$ cat src/sv/tsp_pkg.sv
// Package: types, stage map and helper functions of the trapezoid speed planner.
package tsp_pkg;

    localparam int POS_BITS   = 24;
    localparam int SPD_BITS   = 24;
    localparam int FRAC_BITS  = 8;
    localparam int VMAX_BITS  = 16;
    localparam int ACC_BITS   = 20;
    localparam int RATIO_FRAC = 16;

    localparam logic [SPD_BITS-1:0] PRIME_FLOOR = SPD_BITS'(50 << FRAC_BITS);
    // floor(y / 5) = (y * VMIN_MUL) >> VMIN_SHIFT for y below 2**22
    localparam logic [22:0] VMIN_MUL   = 23'd6710887;
    localparam int          VMIN_SHIFT = 25;

    localparam int DIV_BITS = 32;
    localparam int SQ_STEPS = 24;
    localparam int RAT_BITS = RATIO_FRAC;

    localparam int ST_DOM       = 1;
    localparam int ST_MUL       = 2;
    localparam int ST_DIV_FIRST = 3;
    localparam int ST_DIV_LAST  = ST_DIV_FIRST + DIV_BITS - 1;
    localparam int ST_BOUND     = ST_DIV_LAST + 1;
    localparam int ST_SEL       = ST_BOUND + 1;
    localparam int ST_RAD       = ST_SEL + 1;
    localparam int ST_SQ_LOAD   = ST_RAD + 1;
    localparam int ST_SQ_FIRST  = ST_SQ_LOAD + 1;
    localparam int ST_SQ_LAST   = ST_SQ_FIRST + SQ_STEPS - 1;
    localparam int ST_TGT       = ST_SQ_LAST + 1;
    localparam int ST_RAT_FIRST = ST_TGT + 1;
    localparam int ST_RAT_LAST  = ST_RAT_FIRST + RAT_BITS - 1;
    localparam int ST_RATIO     = ST_RAT_LAST + 1;
    localparam int ST_OUT       = ST_RATIO + 1;
    localparam int NUM_STAGES   = ST_OUT;

    typedef enum logic [1:0] {
        PH_ACCEL  = 2'd0,
        PH_CRUISE = 2'd1,
        PH_DECEL  = 2'd2,
        PH_PRIME  = 2'd3
    } t_phase;

    typedef enum logic [2:0] {
        REG_MAX_X = 3'd0,
        REG_MAX_Y = 3'd1,
        REG_MAX_Z = 3'd2,
        REG_ACC_X = 3'd3,
        REG_ACC_Y = 3'd4,
        REG_ACC_Z = 3'd5
    } t_reg_idx;

    typedef struct packed {
        logic [2:0][VMAX_BITS-1:0] vmax;
        logic [2:0][ACC_BITS-1:0]  acc;
    } t_cfg;

    typedef struct packed {
        logic                       func;
        logic                       nothing;
        logic [2:0]                 load;
        logic [2:0]                 eq;
        logic [VMAX_BITS-1:0]       v;
        logic [ACC_BITS-1:0]        a;
        logic [POS_BITS-1:0]        d;
        logic [POS_BITS-1:0]        p;
        logic [SPD_BITS-1:0]        vtop;
        logic [SPD_BITS-1:0]        vmin;
        logic [31:0]                vv;
        logic [43:0]                da;
        logic                       triangle;
        logic [DIV_BITS-1:0]        dn;
        logic [ACC_BITS:0]          drem;
        logic [POS_BITS-1:0]        start;
        logic [POS_BITS-1:0]        stop;
        t_phase                     phase;
        logic [POS_BITS-1:0]        n;
        logic [44:0]                rad;
        logic                       big;
        logic [47:0]                sx;
        logic [25:0]                srem;
        logic [SPD_BITS-1:0]        sroot;
        logic [SPD_BITS-1:0]        target;
        logic                       rsat;
        logic [SPD_BITS-1:0]        rrem;
        logic [RAT_BITS-1:0]        rq;
        logic [RATIO_FRAC:0]        ratio;
        logic [2:0][SPD_BITS-1:0]   spd;
    } t_item;

    function automatic t_item div_step(t_item t);
        logic [ACC_BITS+1:0] cur;
        logic [ACC_BITS+1:0] dvs;
        cur = {t.drem, t.dn[DIV_BITS-1]};
        dvs = {1'b0, t.a, 1'b0};
        if (cur >= dvs) begin
            t.drem = (ACC_BITS+1)'(cur - dvs);
            t.dn   = {t.dn[DIV_BITS-2:0], 1'b1};
        end else begin
            t.drem = (ACC_BITS+1)'(cur);
            t.dn   = {t.dn[DIV_BITS-2:0], 1'b0};
        end
        return t;
    endfunction

    function automatic t_item sqrt_step(t_item t);
        logic [27:0] cur;
        logic [27:0] trial;
        cur   = {t.srem, t.sx[47:46]};
        trial = {2'b00, t.sroot, 2'b01};
        if (cur >= trial) begin
            t.srem  = 26'(cur - trial);
            t.sroot = {t.sroot[SPD_BITS-2:0], 1'b1};
        end else begin
            t.srem  = 26'(cur);
            t.sroot = {t.sroot[SPD_BITS-2:0], 1'b0};
        end
        t.sx = {t.sx[45:0], 2'b00};
        return t;
    endfunction

    function automatic t_item ratio_step(t_item t);
        logic [SPD_BITS:0] cur;
        cur = {t.rrem, 1'b0};
        if (cur >= {1'b0, t.vtop}) begin
            t.rrem = SPD_BITS'(cur - {1'b0, t.vtop});
            t.rq   = {t.rq[RAT_BITS-2:0], 1'b1};
        end else begin
            t.rrem = SPD_BITS'(cur);
            t.rq   = {t.rq[RAT_BITS-2:0], 1'b0};
        end
        return t;
    endfunction

endpackage

$ cat src/sv/tsp_cfg_regs.sv
// Configuration register file of the trapezoid speed planner, APB-style access.
module tsp_cfg_regs
    import tsp_pkg::*;
(
    input  logic        i_clk,
    input  logic        i_rst_n,
    input  logic        psel,
    input  logic        penable,
    input  logic        pwrite,
    input  logic [4:0]  paddr,
    input  logic [31:0] pwdata,
    output logic [31:0] prdata,
    output logic        pready,
    output t_cfg        o_cfg
);

    t_cfg     r_cfg;
    t_reg_idx w_idx;
    logic     w_wr;

    assign w_idx  = t_reg_idx'(paddr[4:2]);
    assign w_wr   = psel & penable & pwrite;
    assign pready = 1'b1;
    assign o_cfg  = r_cfg;

    always_ff @(posedge i_clk) begin
        if (!i_rst_n) begin
            r_cfg.vmax[0] <= VMAX_BITS'(4000);
            r_cfg.vmax[1] <= VMAX_BITS'(4000);
            r_cfg.vmax[2] <= VMAX_BITS'(1000);
            r_cfg.acc[0]  <= ACC_BITS'(40000);
            r_cfg.acc[1]  <= ACC_BITS'(40000);
            r_cfg.acc[2]  <= ACC_BITS'(10000);
        end else if (w_wr) begin
            case (w_idx)
                REG_MAX_X: if (pwdata[15:0] != '0) r_cfg.vmax[0] <= pwdata[15:0];
                REG_MAX_Y: if (pwdata[15:0] != '0) r_cfg.vmax[1] <= pwdata[15:0];
                REG_MAX_Z: if (pwdata[15:0] != '0) r_cfg.vmax[2] <= pwdata[15:0];
                REG_ACC_X: if (pwdata[19:0] != '0) r_cfg.acc[0]  <= pwdata[19:0];
                REG_ACC_Y: if (pwdata[19:0] != '0) r_cfg.acc[1]  <= pwdata[19:0];
                REG_ACC_Z: if (pwdata[19:0] != '0) r_cfg.acc[2]  <= pwdata[19:0];
                default: begin
                end
            endcase
        end
    end

    always_comb begin
        case (w_idx)
            REG_MAX_X: prdata = 32'(r_cfg.vmax[0]);
            REG_MAX_Y: prdata = 32'(r_cfg.vmax[1]);
            REG_MAX_Z: prdata = 32'(r_cfg.vmax[2]);
            REG_ACC_X: prdata = 32'(r_cfg.acc[0]);
            REG_ACC_Y: prdata = 32'(r_cfg.acc[1]);
            REG_ACC_Z: prdata = 32'(r_cfg.acc[2]);
            default:   prdata = '0;
        endcase
    end

endmodule

$ cat config.mk
export PLATFORM = sky130hd
export DESIGN_NAME = tsp_cfg_regs
export DESIGN_NICKNAME = d
export VERILOG_FILES = /design/src/sv/tsp_pkg.sv /design/src/sv/tsp_cfg_regs.sv
export SDC_FILE = /design/constraint.sdc
export NUM_CORES = 1
export LEC_CHECK = 0
export ABC_AREA = 0
export BUFFER_PORTS_ARGS = -buffer_cell sky130_fd_sc_hd__clkbuf_2
export CAP_MARGIN = 10
export CORE_UTILIZATION = 30
export DETAILED_ROUTE_END_ITERATION = 12
export HOLD_SLACK_MARGIN = 0.08
export PLACE_DENSITY = 0.52
export SLEW_MARGIN = 10
export SYNTH_ARGS = -nofsm -noshare
export SYNTH_HDL_FRONTEND = slang
export SYNTH_SLANG_ARGS = --single-unit
$ cat constraint.sdc
create_clock -name i_clk -period 1.3 [get_ports i_clk]
set_input_delay 0 -clock i_clk [delete_from_list [all_inputs] [get_ports i_clk]]
set_output_delay 0 -clock i_clk [all_outputs]
set_load 0.02 [all_outputs]
# After elaboration in Yosys (flattened, before gate mapping)
# Cells that the tools add are included.
[classes] bitwise_logic=2 n_mux=1 n_shift=0 eq_ne=5 div=0 n_mul=0 reduce_logical=9 magnitude_cmp=0 add_sub_neg=0
[op_table] cell="$pmux W20 S6" n=1
[op_table] cell="$reduce_bool A20 Y1" n=1
[op_table] cell="$reduce_and A3 Y1" n=6
[op_table] cell="$reduce_bool A16 Y1" n=1
[op_table] cell="$eq A3 B2 Y1 const B" n=2
[op_table] cell="$eq A3 B3 Y1 const B" n=2
[op_table] cell="$eq A3 B1 Y1 const B" n=1
[op_table] cell="$logic_not A3 Y1" n=1
[op_table] cell="$and A1 B1 Y1" n=2
[totals] memories=0 word_cells=23 ram_bits=0 mem_bits_ro=0 ff_bits=108 latch_bits=0 output_inout_bits=141

# Depth between registers and ports, before layout
[logic_depth] ltp_word=3 ltp_mapped=7 mapped_depth_nobuf=4

# Worst setup path after synthesis
# No wires, ideal clock.
[synth_path] path_kind="input-to-reg" start="input port pwdata[19]" end="register r_cfg, in the netlist o_cfg[47]" setup_slack_ps=-26 path_buffers=3 t_required_ps=1228 path_stages=6 setup_time_ps=72 t_arrival_ps=1254 cell_sequence="or4_4 buf_6 o211ai_2 buf_6 buf_12 mux2i_1"
[synth_between] elab_chain_len=2
[synth_rtl] item="start: declaration" line="tsp_cfg_regs.sv:11" source="input logic [31:0] pwdata,"
[synth_rtl] item="$reduce_bool A20 Y1" line="tsp_cfg_regs.sv:41" source="REG_ACC_Z: if (pwdata[19:0] != '0) r_cfg.acc[2] <= pwdata[19:0];"
[synth_rtl] item="$reduce_and A3 Y1 (no line)"
[synth_rtl] item="end: declaration" line="tsp_cfg_regs.sv:17" source="t_cfg r_cfg;"
# Every way passes these cells.
# A chain may end at the register's enable or synchronous reset.

# Worst setup path after layout
[layout_path] start="input port pwdata[14]" end="register r_cfg, in the netlist o_cfg[39]"
[layout_between] elab_chain_len=2
[layout_rtl] item="$reduce_bool A20 Y1" line="tsp_cfg_regs.sv:40" source="REG_ACC_Y: if (pwdata[19:0] != '0) r_cfg.acc[1] <= pwdata[19:0];"
[layout_rtl] item="$reduce_and A3 Y1 (no line)"
# Every way passes these cells.

==> impl_metrics.tcl <==
set metrics [dict create \
    internal-power_uw 5190 \
    cts_tree "done" \
    synth_edf_count 0 \
    period_share 0.952 \
    synth_top_area_share 0.437 \
    whs_ps 88.6 \
    clock_latency_ps 350 \
    outcome "finished clean" \
    synthToLayoutAreaGrowth_pct 40.3 \
    clk_path_buf_depth 2 \
    fin_util 0.434 \
    synth_simple_gate_area_frac 0.183 \
    p_leak_uw 0.00341 \
    cp_data_required_time_ps 1580 \
    min_path_type "in2reg" \
    die_h_um 130 \
    critical_path_class "in2reg" \
    firstDrtPassIters 5 \
    syn_inst 508 \
    grt_max_degree 37 \
    synth_compound_area_frac 0.0934 \
    async_reset_ff_frac 0 \
    layout_min_cycle_time_ps 1240 \
    yosys.area.top_type "dfxtp_1" \
    ir_drop_mv 0.626 \
    hold_violations 0 \
    routed_via_density 4.86 \
    pwr-share-comb 0.113 \
    layout_commonest_cell "clkbuf_2" \
    grt_pass1_wl_mm 25.5 \
    synth_xor_area_frac 0 \
    drc 0 \
    nFillCells 1598 \
    ys_ff_latch 108 \
    rows 46 \
    seqPwrFrac 0.482 \
    root_buffer "clkbuf_16" \
    path_clk_slew_ps 70 \
    final_cell_mix "150 x clkbuf_2, 111 x mux2i_1, 108 x dfxtp_1" \
    dp.cells 901 \
    finalSetupViolCount 0 \
    grtUsageTotal 0.204 \
    yosys-top-cells-area "dfxtp_1 44%, mux2i_1 22%, nand2_1 7.6%" \
    io_buffers 155 \
    dp_hpwl_mm 12.4 \
    drt_iter0_drc 258 \
    place_congestion 0.801 \
    clock_power_share 0.406 \
    cp-start-kind "input pin" \
    cts_buffers 9 \
    vias 4547 \
    endpoint_kind "flop" \
    fin_worst_skew_ps 0 \
    wl_per_cell_um 18.6 \
    yosysWarnings 0 \
    critical_path_arrival_ps 1520 \
    wl_mm 17.4 \
    nets 757 \
    slew_viol_final 0 \
    avgSynthCellArea_um2 9.73 \
    synth_top_family_by_area "multiplexers" \
    cts.sink_count 108 \
    power.switching_uw 1770 \
    largest_register_ffs 108 \
    postRouteAntennaNets 0 \
    antennaDiodeCount 0 \
    yosysUniqueCellTypes 31 \
    place_ws_ps -320 \
    syn-cell-area_um2 4940 \
    synth_adder_area_share 0 \
    layout.cells.non_filler 936 \
    synth-main-ff-cell "dfxtp_1" \
    die_area_um2 17000 \
    synth-seq-area-share 0.437 \
    swShare 0.254 \
    start_util 0.309 \
    max_freq_ghz 0.808 \
    antenna_found_initial 0 \
    power_density_nw_per_um2 1000 \
    rsz0062_at_grt "yes" \
    drive_gt1_frac 0.349 \
    htreeDepth 3 \
    ios 183 \
    grt_pass1_vias 4444 \
    finalWorstSetupSlack_ps 62.4 \
    maxCapViolations 0 \
    worstPathMaxFanout 7 \
    die_width_um 130 \
    muxShareOfSynthArea 0.225 \
    overflow 0 \
    core_um2 16000 \
]
worst max-delay path, stage by stage:
cell,delay (ps)
buf_6,100
nor4_4,260
buf_4,150
nand4_1,140
buf_6,190
o211ai_4,270
clkbuf_16,230
mux2i_1,180
metal layers:
layer	GRT usage	up-vias	wire length, um	part of all wire
met3	0.0432	22	1210	0.069
met5	0	-	0	0
met2	0.332	174	8310	0.48
li1	-	2164	-	-
met1	0.267	2187	7640	0.44
met4	0.0757	0	283	0.016
stage by stage:
step	area, um^2	setup TNS (ps)	total power, uW
floorplan	4990	-259	3840
global placement	6360	-23630	4140
detailed placement	6360	-23860	4150
CTS	6820	0	7010
global route	6940	-82.2	7220
finish	6940	0	6960
cells in the mapped netlist, types with 3 or more instances:
library cell / number
mux2i_1: 111
dfxtp_1: 108
nand2_1: 100
a22oi_1: 48
nor2b_1: 41
clkbuf_1: 22
buf_4: 18
nand3_1: 16
buf_2: 4
nor4_1: 4
o21ai_0: 4
and3_1: 3
buf_6: 3
nand3_2: 3
final cells by class:
class / instances / area [um^2] / share of cell area
clock buffer: 10 / 239 / 0.0344
timing repair buffer: 233 / 1610 / 0.232
tap: 216 / 270 / 0.0389
clock inverter: 6 / 62.6 / 0.00902
inverter: 2 / 7.51 / 0.00108
sequential: 108 / 2160 / 0.312
multi-input combinational: 361 / 2590 / 0.373
power by group through the flow:
stage               Sequential, uW  Combinational (uW)  Clock (uW)
CTS                           3350                 759        2900
global route                  3360                 839        3030
finish                        3350                 785        2830
floorplan                     3450                 389           0
global placement              3430                 711           0
detailed placement            3430                 716           0
kinds of logic (layout without fill, tap and decap cells):
group           after synthesis  in the layout
flops                       108            108
mux                         111            111
simple gates                179            179
other cells                   2             13
compound gates               58             58
buf+inv                      50            251
path summary, 6_finish.rpt:
path                           from                      to  slack [ps]  depth (start not counted)
max reg2reg  o_cfg[78]$_SDFFE_PN0P_  o_cfg[78]$_SDFFE_PN0P_         600                          2
min                       pwdata[0]  o_cfg[60]$_SDFFE_PN0P_          90                          3
max                      pwdata[14]  o_cfg[39]$_SDFFE_PN0P_          60                          8
min reg2reg  o_cfg[17]$_SDFFE_PN0P_  o_cfg[17]$_SDFFE_PN0P_         480                          2
repair_timing:
item / CTS / global route
setup buffers: 0 / 1
setup endpoints to repair: 0 / 53
hold buffers: 16 / 0
endpoints found under the hold margin: 48 / 0
resized for setup: 0 / 22
Power figures use the tool's default switching activity.
